File: config.mk
export PLATFORM = sky130hd
export DESIGN_NAME = ordered_list_engine_flat
export DESIGN_NICKNAME = d
export VERILOG_FILES = /design/src/rtl/ole_pkg.sv /design/src/rtl/ole_if.sv /design/src/rtl/ole_store.sv /design/src/rtl/ordered_list_engine.sv /design/src/flat_wrapper.sv
export SDC_FILE = /design/constraint.sdc
export NUM_CORES = 1
export LEC_CHECK = 0
export ABC_AREA = 1
export BUFFER_PORTS_ARGS = -buffer_cell sky130_fd_sc_hd__buf_4
export CORE_MARGIN = 2
export CORE_UTILIZATION = 62
export CTS_CLUSTER_SIZE = 25
export DETAILED_ROUTE_END_ITERATION = 8
export PLACE_DENSITY = 0.85
export RECOVER_POWER = 50
export SLEW_MARGIN = 20
export SYNTH_ARGS = -nofsm -noshare
export SYNTH_HDL_FRONTEND = slang
export SYNTH_SLANG_ARGS = --single-unit
File: constraint.sdc
create_clock -name clk -period 4.7 [get_ports clk]
set_clock_uncertainty 0.15 [all_clocks]
set_input_delay 0.94 -clock clk [delete_from_list [all_inputs] [get_ports clk]]
set_output_delay 0.94 -clock clk [all_outputs]
set_load 0.005 [all_outputs]
File: src/rtl/ole_pkg.sv
// Package for the ordered list engine: sizes, codes, payload and control types.
// Used by the channel interfaces, the entry store and the top level.
package ole_pkg;

	localparam int CAPACITY   = 16;
	localparam int DATA_WIDTH = 32;
	localparam int IDX_W      = $clog2(CAPACITY);
	localparam int CNT_W      = $clog2(CAPACITY + 1);
	localparam int FUNC_W     = 3;
	localparam int VAL_W      = 32;
	localparam int POS_W      = 5;
	localparam int STAT_W     = 2;
	localparam int CMP_W      = (POS_W > CNT_W) ? POS_W : CNT_W;

	typedef logic [IDX_W-1:0]      idx_t;
	typedef logic [CNT_W-1:0]      cnt_t;
	typedef logic [DATA_WIDTH-1:0] word_t;

	localparam cnt_t CAP_CNT = cnt_t'(CAPACITY);

	typedef enum logic [FUNC_W-1:0] {
		FN_APPEND     = 3'd0,
		FN_POP_HEAD   = 3'd1,
		FN_POP_TAIL   = 3'd2,
		FN_REMOVE_VAL = 3'd3,
		FN_REMOVE_POS = 3'd4,
		FN_SEARCH     = 3'd5
	} func_t;

	typedef enum logic [STAT_W-1:0] {
		STAT_OK        = 2'd0,
		STAT_EMPTY     = 2'd1,
		STAT_NOT_FOUND = 2'd2,
		STAT_FULL      = 2'd3
	} status_t;

	typedef enum logic [1:0] {
		SEQ_IDLE,
		SEQ_SCAN,
		SEQ_SHIFT,
		SEQ_RESP
	} seq_state_t;

	typedef struct packed {
		logic [FUNC_W-1:0]       func;
		logic signed [VAL_W-1:0] value;
		logic [POS_W-1:0]        position;
	} req_t;

	typedef struct packed {
		logic [STAT_W-1:0]       status;
		logic signed [VAL_W-1:0] entry_value;
		logic [POS_W-1:0]        found_position;
		logic [POS_W-1:0]        entry_count;
	} rsp_t;

	// Sequencer to store.
	typedef struct packed {
		logic  rd_en;
		logic  rd_shift;
		idx_t  rd_addr;
		logic  wr_en;
		idx_t  wr_addr;
		word_t wr_data;
	} store_cmd_t;

	// Store to sequencer: registered read data with its tag.
	typedef struct packed {
		logic  valid;
		logic  shift;
		idx_t  idx;
		word_t data;
	} store_rsp_t;

endpackage

File: src/rtl/ole_if.sv
// Valid/ready channel interfaces for requests and responses.
// Depends on ole_pkg for the payload structs.
interface ole_req_if import ole_pkg::*; ();
	logic valid;
	logic ready;
	req_t data;

	modport source (output valid, output data, input ready);
	modport sink   (input valid, input data, output ready);
endinterface

interface ole_rsp_if import ole_pkg::*; ();
	logic valid;
	logic ready;
	rsp_t data;

	modport source (output valid, output data, input ready);
	modport sink   (input valid, input data, output ready);
endinterface

File: src/rtl/ole_store.sv
// Entry store: one write port, one registered read port with a tag.
// Depends on ole_pkg for the command and response structs.
module ole_store import ole_pkg::*; (
	input  logic       clk,
	input  logic       arst_n,
	input  store_cmd_t cmd,
	output store_rsp_t rsp
);

	word_t mem [CAPACITY];
	word_t rd_data_q;
	logic  rd_valid_q;
	logic  rd_shift_q;
	idx_t  rd_idx_q;

	always_ff @(posedge clk) begin
		if (cmd.wr_en) begin
			mem[cmd.wr_addr] <= cmd.wr_data;
		end
		rd_data_q <= mem[cmd.rd_addr];
		rd_idx_q  <= cmd.rd_addr;
		rd_shift_q <= cmd.rd_shift;
	end

	always_ff @(posedge clk or negedge arst_n) begin
		if (!arst_n) begin
			rd_valid_q <= 1'b0;
		end else begin
			rd_valid_q <= cmd.rd_en;
		end
	end

	assign rsp.valid = rd_valid_q;
	assign rsp.shift = rd_shift_q;
	assign rsp.idx   = rd_idx_q;
	assign rsp.data  = rd_data_q;

endmodule

File: src/rtl/ordered_list_engine.sv
// Ordered list engine top level: request decode, scan/shift sequencer, response register.
// Depends on ole_pkg, ole_if (channel interfaces) and ole_store (entry memory).

// Keeps up to CAPACITY signed values in arrival order in a memory with one write port and
// one registered read port. Append, any request that is rejected at decode (empty list,
// full list, position past the end) and an unused func code (answered ok, list unchanged)
// complete at decode: the result is loaded into the response register in the cycle the
// transaction is accepted. Search and the removals walk the memory through its one read
// port: the scan reads one entry per cycle starting at the target index (head, tail,
// position, or the head for a value match), and the result then passes through the
// response state. A removal first closes the gap by reading each later entry and writing
// it one slot down, one entry per cycle. Scan and shift together cover the list once.
// Requests are taken only while the sequencer is idle and the response register is free
// or being emptied in the same cycle. The memory is not cleared at reset; only entries
// below the count are ever read.
module ordered_list_engine import ole_pkg::*; (
	input  logic clk,
	input  logic arst_n,
	ole_req_if.sink   req,
	ole_rsp_if.source rsp
);

	seq_state_t state_q, state_d;
	cnt_t       count_q, count_d;
	cnt_t       scan_q, scan_d;      // next index to read during a scan
	cnt_t       sh_q, sh_d;          // next source index during a shift
	word_t      key_q, key_d;
	logic       by_value_q, by_value_d;
	logic       remove_q, remove_d;
	rsp_t       pend_q, pend_d;      // result parked while a shift runs
	logic       rsp_valid_q, rsp_valid_d;
	rsp_t       rsp_data_q, rsp_data_d;

	store_cmd_t st_cmd;
	store_rsp_t st_rsp;

	logic       slot_free;
	logic       accept;
	word_t      in_word;
	logic [CMP_W-1:0] pos_idx;
	logic       scan_hit;
	cnt_t       hit_cnt;

	ole_store u_store (
		.clk    (clk),
		.arst_n (arst_n),
		.cmd    (st_cmd),
		.rsp    (st_rsp)
	);

	assign slot_free = !rsp_valid_q || rsp.ready;
	assign req.ready = (state_q == SEQ_IDLE) && slot_free;
	assign accept    = req.valid && req.ready;
	assign rsp.valid = rsp_valid_q;
	assign rsp.data  = rsp_data_q;

	// Incoming value sign-extended (or truncated) to the stored width.
	assign in_word = word_t'(DATA_WIDTH'(req.data.value));
	// Position 0 and 1 both address the head.
	assign pos_idx = (req.data.position == '0) ? '0
		: CMP_W'(req.data.position) - CMP_W'(1);

	assign hit_cnt  = cnt_t'(st_rsp.idx);
	assign scan_hit = by_value_q ? (st_rsp.data == key_q) : 1'b1;

	always_comb begin
		state_d     = state_q;
		count_d     = count_q;
		scan_d      = scan_q;
		sh_d        = sh_q;
		key_d       = key_q;
		by_value_d  = by_value_q;
		remove_d    = remove_q;
		pend_d      = pend_q;
		rsp_data_d  = rsp_data_q;
		rsp_valid_d = rsp_valid_q && !rsp.ready;
		st_cmd      = '0;

		unique case (state_q)
			SEQ_IDLE: begin
				if (accept) begin
					rsp_valid_d                = 1'b1;
					rsp_data_d.status          = STAT_OK;
					rsp_data_d.entry_value     = '0;
					rsp_data_d.found_position  = '0;
					rsp_data_d.entry_count     = POS_W'(count_q);
					key_d      = in_word;
					by_value_d = 1'b0;
					remove_d   = 1'b1;
					scan_d     = '0;
					unique case (req.data.func)
						FN_APPEND: begin
							if (count_q >= CAP_CNT) begin
								rsp_data_d.status = STAT_FULL;
							end else begin
								st_cmd.wr_en   = 1'b1;
								st_cmd.wr_addr = count_q[IDX_W-1:0];
								st_cmd.wr_data = in_word;
								count_d        = count_q + cnt_t'(1);
								rsp_data_d.entry_count = POS_W'(count_q + cnt_t'(1));
							end
						end
						FN_POP_HEAD, FN_POP_TAIL, FN_REMOVE_VAL, FN_REMOVE_POS,
						FN_SEARCH: begin
							if (count_q == '0) begin
								rsp_data_d.status = STAT_EMPTY;
							end else if (req.data.func == FN_REMOVE_POS
								&& pos_idx >= CMP_W'(count_q)) begin
								rsp_data_d.status = STAT_NOT_FOUND;
							end else begin
								// Long operation: result comes from the scan.
								rsp_valid_d = 1'b0;
								state_d     = SEQ_SCAN;
								if (req.data.func == FN_POP_TAIL) begin
									scan_d = count_q - cnt_t'(1);
								end else if (req.data.func == FN_REMOVE_POS) begin
									scan_d = cnt_t'(pos_idx);
								end
								by_value_d = (req.data.func == FN_REMOVE_VAL)
									|| (req.data.func == FN_SEARCH);
								remove_d   = (req.data.func != FN_SEARCH);
							end
						end
						default: begin
							// unused codes: no change, plain ok
						end
					endcase
				end
			end

			SEQ_SCAN: begin
				st_cmd.rd_en   = (scan_q < count_q);
				st_cmd.rd_addr = scan_q[IDX_W-1:0];
				if (st_cmd.rd_en) begin
					scan_d = scan_q + cnt_t'(1);
				end
				if (st_rsp.valid && !st_rsp.shift) begin
					pend_d.entry_count = POS_W'(count_q);
					if (scan_hit) begin
						pend_d.status         = STAT_OK;
						pend_d.entry_value    = VAL_W'(st_rsp.data);
						pend_d.found_position = POS_W'(hit_cnt + cnt_t'(1));
						if (remove_q) begin
							pend_d.entry_count = POS_W'(count_q - cnt_t'(1));
							sh_d    = hit_cnt + cnt_t'(1);
							state_d = SEQ_SHIFT;
						end else begin
							state_d = SEQ_RESP;
						end
					end else if (hit_cnt == count_q - cnt_t'(1)) begin
						pend_d.status         = STAT_NOT_FOUND;
						pend_d.entry_value    = '0;
						pend_d.found_position = '0;
						state_d               = SEQ_RESP;
					end
				end
			end

			SEQ_SHIFT: begin
				// read entry j, write its registered read data to j-1
				st_cmd.rd_en    = (sh_q < count_q);
				st_cmd.rd_shift = 1'b1;
				st_cmd.rd_addr  = sh_q[IDX_W-1:0];
				if (st_cmd.rd_en) begin
					sh_d = sh_q + cnt_t'(1);
				end
				if (st_rsp.valid && st_rsp.shift) begin
					st_cmd.wr_en   = 1'b1;
					st_cmd.wr_addr = st_rsp.idx - idx_t'(1);
					st_cmd.wr_data = st_rsp.data;
				end else if (!st_cmd.rd_en) begin
					count_d = count_q - cnt_t'(1);
					state_d = SEQ_RESP;
				end
			end

			SEQ_RESP: begin
				if (slot_free) begin
					rsp_valid_d = 1'b1;
					rsp_data_d  = pend_q;
					state_d     = SEQ_IDLE;
				end
			end

			default: begin
				state_d = SEQ_IDLE;
			end
		endcase
	end

	always_ff @(posedge clk or negedge arst_n) begin
		if (!arst_n) begin
			state_q     <= SEQ_IDLE;
			count_q     <= '0;
			rsp_valid_q <= 1'b0;
		end else begin
			state_q     <= state_d;
			count_q     <= count_d;
			rsp_valid_q <= rsp_valid_d;
		end
	end

	always_ff @(posedge clk) begin
		scan_q     <= scan_d;
		sh_q       <= sh_d;
		key_q      <= key_d;
		by_value_q <= by_value_d;
		remove_q   <= remove_d;
		pend_q     <= pend_d;
		rsp_data_q <= rsp_data_d;
	end

	// Count never exceeds the list capacity.
	a_count_bound: assert property (@(posedge clk) disable iff (!arst_n)
		count_q <= CAP_CNT)
		else $error("entry count above capacity");

	// Reads only touch live entries.
	a_read_live: assert property (@(posedge clk) disable iff (!arst_n)
		st_cmd.rd_en |-> (cnt_t'(st_cmd.rd_addr) < count_q))
		else $error("read beyond last entry");

	// Count moves only on an accepted append or at the end of a shift.
	a_count_change: assert property (@(posedge clk) disable iff (!arst_n)
		!$stable(count_q) |-> ($past(state_q == SEQ_SHIFT) || $past(accept)))
		else $error("count changed outside append or removal");

	// An empty-list status is only reported with an empty list.
	a_empty_status: assert property (@(posedge clk) disable iff (!arst_n)
		(rsp.valid && rsp.data.status == STAT_EMPTY) |-> (rsp.data.entry_count == '0))
		else $error("empty status with nonzero count");

endmodule

File: src/flat_wrapper.sv
// flat-port wrapper written by rule: the top's interface ports become plain ports
module ordered_list_engine_flat import ole_pkg::*;
  (clk, arst_n, req_valid, req_data, req_ready, rsp_valid, rsp_data, rsp_ready);
  ole_req_if req_i ();
  ole_rsp_if rsp_i ();
  input  logic clk;
  input  logic arst_n;
  input wire logic [$bits(req_i.valid)-1:0] req_valid;
  input wire logic [$bits(req_i.data)-1:0] req_data;
  output wire logic [$bits(req_i.ready)-1:0] req_ready;
  output wire logic [$bits(rsp_i.valid)-1:0] rsp_valid;
  output wire logic [$bits(rsp_i.data)-1:0] rsp_data;
  input wire logic [$bits(rsp_i.ready)-1:0] rsp_ready;
  assign req_i.valid = req_valid;
  assign req_i.data = req_data;
  assign req_ready = req_i.ready;
  assign rsp_valid = rsp_i.valid;
  assign rsp_data = rsp_i.data;
  assign rsp_i.ready = rsp_ready;
  ordered_list_engine u_core (.clk(clk), .arst_n(arst_n), .req(req_i), .rsp(rsp_i));
endmodule
==> qor.yml, run 1 <==
status: "complete, but fails checks"
violations: "max-capacitance violations, max-slew violations"
layout-drive-gt1-share_pct: 9.385
rows: 77
worst_ep_arrival_time_ns: 4.45
ctsResizeCount: 0
fmax_ghz: 0.2450
crit_top_cell: "inv_1"
wl_mm: 67.16
max_slew.worst_pin.slew_ns: 2.491
grt_overflow: 0
finalWorstPathRequiredPeriod_ns: 4.081
drt_iter0_drc: 2711
cp-start-kind: "flip-flop"
relSlewSlack_pct: -66.04
synth-seq-area-share_pct: 72.30
crit_path_top_delay_cell: "clkbuf_1"
grt_max_degree: 257
dieArea_mm2: 0.04694
power_density_mw_per_mm2: 595.7
crit_buf_inv: 3
fin_nets: 2491
postCtsSetupBuffers: 0
path_cells: "inv_1 -> ha_1 -> inv_1 -> a21oi_4 -> clkbuf_1 -> nand3_1 -> nand2_1"
synthCells: 2317
cts.htree.levels: 3
dpl_cell_area_mm2: 0.02976
cpLargestDelayFamily: "buffers and inverters"
syn_nets: 2388
cts_hold_buffers: 0
core-area_mm2: 0.04441
ir_drop_v: 0.0005363
io-pin-count: 90
cts_made_buffers: 66
maxCapViolCount: 4
detail_route.wl_per_cell_um: 21.92
cts_sinks: 689
crit_path_max_fanout: 33
ys_seq_elements: 689
cts.reportedPaths.clkPinSlew_ns: 0.07
vias: 19060
drc: 0
hold_class: "input port to async pin"
cpPeakStageDelay_ns: 1.80
cts-root-buf: "clkbuf_16"
leakage_nw: 11.01
worstSetupEndpointType: "flip-flop"
clk_latency_ns: 0.59
grt_pass1_wl_mm: 102.9
synth_area_per_cell_um2: 12.10
tns_ns: 0
grt_pass1_vias: 18830
grt_antenna_before_repair: 0
grt_use_total_pct: 28.58
vias_per_cell: 6.219
portBuffers: 89
die_y_um: 216.7
crit_type: "flip-flop to flip-flop"
ys_warn_count: 0
gp_congestion: 0.9101
yosysUniqueCellTypes: 39
setup_viol: 0
fill_cells: 2739
ant_nets: 0
maxSlewViolCount: 123
rsz0062_at_grt: "no"
place_hpwl_mm: 37.28
min_period_over_period_pct: 86.83
clockBufferDepth: 3
dr.pass1.iters: 6
syn_area_mm2: 0.02804
hold_viol_final: 0
cp.required_ns: 5.07
areaGrowthSynthToFinish_pct: 13.03
die_w_um: 216.7
cts_tree: "done"
num_antenna_cells: 0
start_util_pct: 63.13
stdcell_area_mm2: 0.03169
## where the power goes
| group | internal (mW) | switching [mW] | total (mW) | leakage (nW) |
|---|---|---|---|---|
| Clock | 3.08 | 2.24 | 5.32 | 1.07 |
| Combinational | 1.77 | 3.98 | 5.75 | 4.00 |
| Sequential | 7.46 | 0.353 | 7.82 | 5.94 |
## cells in the mapped netlist, drive strengths merged
library cell / number / area [um^2]
nor3: 1 / 16.27
inv: 125 / 469.2
o211ai: 130 / 975.9
o21a: 2 / 15.01
a31oi: 3 / 18.77
nand4: 3 / 18.77
clkinv: 2 / 7.510
nand3: 88 / 440.4
edfxtp: 643 / 19310
a22o: 1 / 8.760
o2111ai: 1 / 8.760
clkbuf: 66 / 247.7
nand2: 247 / 934.7
or2: 2 / 12.52
nor2: 482 / 1822
ha: 27 / 337.8
xor2: 6 / 52.55
dfrtp: 9 / 225.2
xnor2: 33 / 289.0
o22ai: 3 / 31.28
nand3b: 2 / 15.01
nor3b: 1 / 7.510
dfxtp: 37 / 740.7
a32oi: 1 / 8.760
a21oi: 17 / 100.1
buf: 60 / 297.8
o32ai: 1 / 8.760
o21ai: 324 / 1622
## area by class of cell
class	instances	area [um^2]	share of cell area (%)
repair buffers	161	1134	3.577
multi-input cells	1375	6890	21.74
inverters	127	481.7	1.520
well taps	592	740.7	2.337
clock buffers	84	1854	5.851
clock inverters	36	319.1	1.007
flip-flops and latches	689	20270	63.97
## worst paths after layout
check / slack (ns) / from / end / cells past startpoint
worst max-delay path: 0.62 / u_core.state_q[0] / u_core.u_store.rd_data_q[19] / 7
worst min register to register: 0.35 / u_core.pend_q[39] / u_core.rsp.data[39] / 2
worst max register to register: 0.62 / u_core.state_q[0] / u_core.u_store.rd_data_q[19] / 7
worst min-delay path: 0.21 / arst_n / u_core.count_q[0] / 1
max in group asynchronous: 3.73 / arst_n / u_core.state_q[0] / 1
min in group clk: 0.35 / u_core.pend_q[39] / u_core.rsp.data[39] / 2
## metrics by stage
stage | hold WS (ns) | std cells | setup slack (ns) | power (mW) | util, %
finish | 0.2132 | 3064 | 0.6188 | 18.88 | 71.36
global route | 0.2271 | 3064 | 0.5696 | 19.71 | 71.36
CTS | 0.02214 | 3064 | 1.076 | 18.85 | 71.90
detailed placement | 0.3403 | 2944 | 1.013 | 13.52 | 67.01
global placement | 0.3325 | 2944 | 1.135 | 13.23 | 67.01
floorplan | 0.3314 | 2317 | 0.4361 | 11.68 | -
## worst register-to-register path: cells and delay by family, from the launching register on
kind            cells  cell delay [ns]
buf+inv             3             2.17
simple gates        2             0.58
fa+ha+maj           1             0.51
flops               1             0.41
compound gates      1             0.21
## cell families after synthesis
| kind of cell | after synthesis | synth area share (%) |
|---|---|---|
| fa+ha+maj | 27 | 1.205 |
| xor+xnor | 39 | 1.218 |
| compound gates | 483 | 9.977 |
| simple gates | 826 | 11.65 |
| buf+inv | 253 | 3.646 |
| flops | 689 | 72.30 |
## cell usage in the layout (no fill, tap or decap), types with 6 or more instances in the layout
| cell | count |
|---|---|
| edfxtp_1 | 643 |
| nor2_1 | 464 |
| nand2_1 | 243 |
| o21ai_0 | 230 |
| o211ai_1 | 130 |
| inv_1 | 123 |
| o21ai_1 | 94 |
| nand3_1 | 88 |
| clkbuf_16 | 70 |
| clkbuf_1 | 69 |
| clkbuf_4 | 49 |
| buf_4 | 40 |
| dfxtp_1 | 37 |
| xnor2_1 | 33 |
| ha_1 | 27 |
| nor2_4 | 17 |
| a21oi_1 | 15 |
| clkinv_2 | 15 |
| clkinv_1 | 12 |
| buf_12 | 12 |
| dfrtp_1 | 9 |
| xor2_1 | 6 |
## metal layers
layer / track usage, % / routed length (um) / share of wire (%)
met5: 0 / 0 / 0
met3: 5.179 / 7089 / 11
met1: 36.76 / 24110 / 36
met4: 12.44 / 2592 / 3.9
met2: 48.08 / 33370 / 50
## flip-flops by register name (all words and copies together), names as in the netlist, 4 cells and up
| signal | count |
|---|---|
| u_core.pend_q | 43 |
| u_core.scan_q | 5 |
| u_core.count_q | 5 |
| u_core.u_store.rd_data_q | 32 |
| u_core.u_store.rd_idx_q | 4 |
| u_core.u_store.mem | 512 |
| u_core.sh_q | 5 |
| u_core.rsp.data | 44 |
| u_core.key_q | 32 |
Note: power is estimated with default switching activity, not from simulation.
==> run 2: changes to the inputs <==
--- a/config.mk
+++ b/config.mk
@@ -5,7 +5,6 @@
 export SDC_FILE = /design/constraint.sdc
 export NUM_CORES = 1
 export LEC_CHECK = 0
-export ABC_AREA = 1
 export BUFFER_PORTS_ARGS = -buffer_cell sky130_fd_sc_hd__buf_4
 export CORE_MARGIN = 2
 export CORE_UTILIZATION = 62
==> constraint.sdc (replaced) <==
create_clock -name clk -period 4.45 [get_ports clk]
set_clock_uncertainty 0.15 [all_clocks]
set_input_delay 0.89 -clock clk [delete_from_list [all_inputs] [get_ports clk]]
set_output_delay 0.89 -clock clk [all_outputs]
set_load 0.005 [all_outputs]
==> run 2 against run 1 <==
Compared with the run above: the flow still finishes with violations (max-capacitance violations, max-slew violations); critical path type unchanged; sequential share of layout area grew 0.51 points; setup slack lost 0.10 ns; power grew 9.6%; highest routed layer is now met5; largest power group unchanged.
==> qor.yml, run 2 <==
status: "complete, but fails checks"  # unchanged
violations: "max-capacitance violations, max-slew violations"  # unchanged
setup_viol: 0  # unchanged
yosys.area.top_type: "edfxtp_1"  # unchanged
ant_nets: 0  # unchanged
ir_drop_v: 0.0006392  # was 0.0005363 V
finalPower_mw: 20.69  # was 18.88 mW
grt_overflow: 0  # unchanged
core-area_mm2: 0.04432  # was 0.04441 mm^2
rows: 77  # unchanged
rsz0062_at_grt: "no"  # unchanged
areaGrowthSynthToFinish_pct: 12.88  # was 13.03%
final_cell_mix: "edfxtp_1 (643), mux2i_1 (102), a211oi_1 (98)"  # was edfxtp_1 (643), nor2_1 (464), nand2_1 (243)
grt_use_total_pct: 28.94  # was 28.58%
vias: 16720  # was 19.06k
finalWorstPathRequiredPeriod_ns: 3.932  # was 4.081 ns
relSlewSlack_pct: -7.701  # was -66.04%
leakage_nw: 10.49  # was 11.01 nW
drt_iter0_drc: 2223  # was 2711
layout_setup_ws_ns: 0.5178  # was 0.6188 ns
vias_per_cell: 6.774  # was 6.219
cts_made_buffers: 68  # was 66
syn_area_mm2: 0.02785  # was 0.02804 mm^2
synth_xor_area_share_pct: 1.882  # was 1.218%
worst_ep_arrival_time_ns: 4.28  # was 4.45 ns
stdcell_area_mm2: 0.03144  # was 0.03169 mm^2
cts.htree.levels: 3  # unchanged
maxSlewViolCount: 52  # was 123
stdcell_count: 2468  # was 3064
die_y_um: 216.0  # was 216.7 um
layout-drive-gt1-share_pct: 13.11  # was 9.385%
ys_warn_count: 0  # unchanged
synth-compound-area-share_pct: 13.00  # was 9.977%
crit_path_max_fanout: 60  # was 33
synth_mux_area_share_pct: 3.827  # was 0%
synth-edff-count: 643  # unchanged
ys_dominant_reg_cell: "edfxtp_1"  # unchanged
dr.pass1.iters: 6  # unchanged
synth-seq-area-share_pct: 72.79  # was 72.30%
synth.cells.most_frequent: "edfxtp_1 (643), mux2i_1 (102), a211oi_1 (98), o221ai_1 (76), and2_1 (74)"  # was edfxtp_1 (643), nor2_1 (479), nand2_1 (244), o21ai_0 (232), o211ai_1 (130)
power_density_mw_per_mm2: 658.2  # was 595.7 mW/mm^2
wl_mm: 67.19  # was 67.16 mm
cts_sinks: 689  # unchanged
cts-root-buf: "clkbuf_16"  # unchanged
netlist_top_cells_area: "edfxtp_1 (69%), mux2i_1 (3.7%), dfxtp_1 (2.7%)"  # was edfxtp_1 (69%), nor2_1 (6.4%), o21ai_0 (4.1%)
synth.top_cell.area_share_pct: 69.32  # was 68.86%
clockBufferDepth: 3  # unchanged
start_util_pct: 62.85  # was 63.13%
gp_congestion: 0.8708  # was 0.9101
grt_antenna_before_repair: 5  # was 0
postCtsSetupBuffers: 0  # unchanged
hold_viol_final: 0  # unchanged
maxCapViolCount: 1  # was 4
cts.reportedPaths.clkPinSlew_ns: 0.07  # about the same
synthCells: 1745  # was 2317
die_w_um: 216.0  # was 216.7 um
fmax_ghz: 0.2543  # was 0.2450 GHz
synth_area_per_cell_um2: 15.96  # was 12.10 um^2
dieArea_mm2: 0.04664  # was 0.04694 mm^2
top_register: "u_core.u_store.mem"  # unchanged
synth-simple-area-share_pct: 4.654  # was 11.65%
cp-start-kind: "flip-flop"  # unchanged
mostFrequentLayoutCell: "edfxtp_1"  # unchanged
ctsResizeCount: 0  # unchanged
crit_type: "flip-flop to flip-flop"  # unchanged
min_period_over_period_pct: 88.36  # was 86.83%
dpl_cell_area_mm2: 0.02936  # was 0.02976 mm^2
yosysUniqueCellTypes: 61  # was 39
hold_class: "flip-flop to flip-flop"  # was input port to async pin
fin_nets: 1895  # was 2491
portBuffers: 89  # unchanged
num_antenna_cells: 0  # unchanged
worstSetupEndpointType: "flip-flop"  # unchanged
grt_pass1_vias: 16420  # was 18.83k
tns_ns: 0  # unchanged
ys_seq_elements: 689  # unchanged
detail_route.wl_per_cell_um: 27.22  # was 21.92 um
syn_nets: 1816  # was 2388
drc: 0  # unchanged
grt_max_degree: 129  # was 257
yosysMostFrequentCell: "edfxtp_1"  # unchanged
cp.required_ns: 4.80  # was 5.07 ns
dp.cells: 2344  # was 2944
async_reset_ff_share_pct: 1.306  # unchanged
max_slew.worst_pin.slew_ns: 1.616  # was 2.491 ns
cts_tree: "done"  # unchanged
largest_reg_flops: 512  # unchanged
synthAdderAreaFrac_pct: 1.213  # was 1.205%
synth_top_family_by_area: "compound AO/OA/AOI/OAI gates"  # was simple AND/OR/NAND/NOR gates
place_hpwl_mm: 39.67  # was 37.28 mm
clk_latency_ns: 0.60  # was 0.59 ns
grt_pass1_wl_mm: 100.9  # was 102.9 mm
post-place-ws_ns: 0.6859  # was 1.013 ns
io-pin-count: 90  # unchanged
run 2: changes by cell type in the layout (fill, tap and decap cells not counted), moves of 92 or more:
cell	change
o211ai_1	-92
a211oi_1	+98
inv_1	-109
nand2_1	-216
mux2i_1	+102
o21ai_0	-179
nor2_1	-441
run 2: cells by family (layout without fill, tap and decap cells):
logic type	Yosys count	in the layout
AND/OR/NAND/NOR	227	227
buffers and inverters	142	273
multiplexers	106	106
flip-flops	689	689
XOR/XNOR	59	59
AO/OA/AOI/OAI	495	495
adder cells (fa/ha/maj)	27	27
run 2: metal layers:
layer / global-route usage, % / vias up / share of wire [%]
met2: 45.82 / 1112 / 48
met4: 12.51 / 4 / 3.9
met3: 6.399 / 186 / 11
li1: - / 7145 / -
met5: 0 / - / 0.039
met1: 39.14 / 8270 / 37
run 2: final timing paths:
path	startpoint	endpoint	slack, ns	cells past startpoint
worst max-delay path	u_core.state_q[0]	u_core.u_store.rd_data_q[4]	0.52	10
worst min-delay path	u_core.pend_q[20]	u_core.rsp.data[20]	0.37	1
worst max register to register	u_core.state_q[0]	u_core.u_store.rd_data_q[4]	0.52	10
worst min register to register	u_core.pend_q[20]	u_core.rsp.data[20]	0.37	1
max in group asynchronous	arst_n	u_core.count_q[0]	3.04	2
min in group asynchronous	arst_n	u_core.rsp.valid	0.70	2
run 2: cell type report:
type,count,area [um^2]
fill,2659,12880
inverter,16,67.56
sequential,689,20270
tap,592,740.7
clock buffer,97,1944
clock inverter,25,331.6
timing repair buffer,135,1127
multi-input combinational,914,6955
run 2: critical path, cell delays in order (launching register included):
cell and delay (ns):
dfrtp_1 0.40, inv_1 0.13, ha_1 0.62, a22o_4 0.50, nand2_4 0.12, inv_8 0.37
buf_12 0.37, o22ai_1 0.18, a211oi_1 0.49, a211oi_1 0.12, a21oi_1 0.28
run 2: report_power, final:
group          total (mW)  switching [mW]  internal [mW]
registers            8.51           0.580           7.93
clock network        5.85            2.39           3.47
logic                6.33            4.15           2.17
run 2: what timing repair did:
| action | 4_1_cts | 5_1_grt |
|---|---|---|
| hold endpoints to repair | 9 | 0 |
| hold buffers | 1 | 0 |
| setup endpoints to repair | 0 | 0 |
run 2: through the flow:
step,hold slack [ns],util [%]
6_report,0.3744,70.95
2_1_floorplan,0.3500,-
3_3_place_gp,0.3572,66.26
4_1_cts,0.3222,71.42
5_1_grt,0.3727,70.95
3_5_place_dp,0.3600,66.26
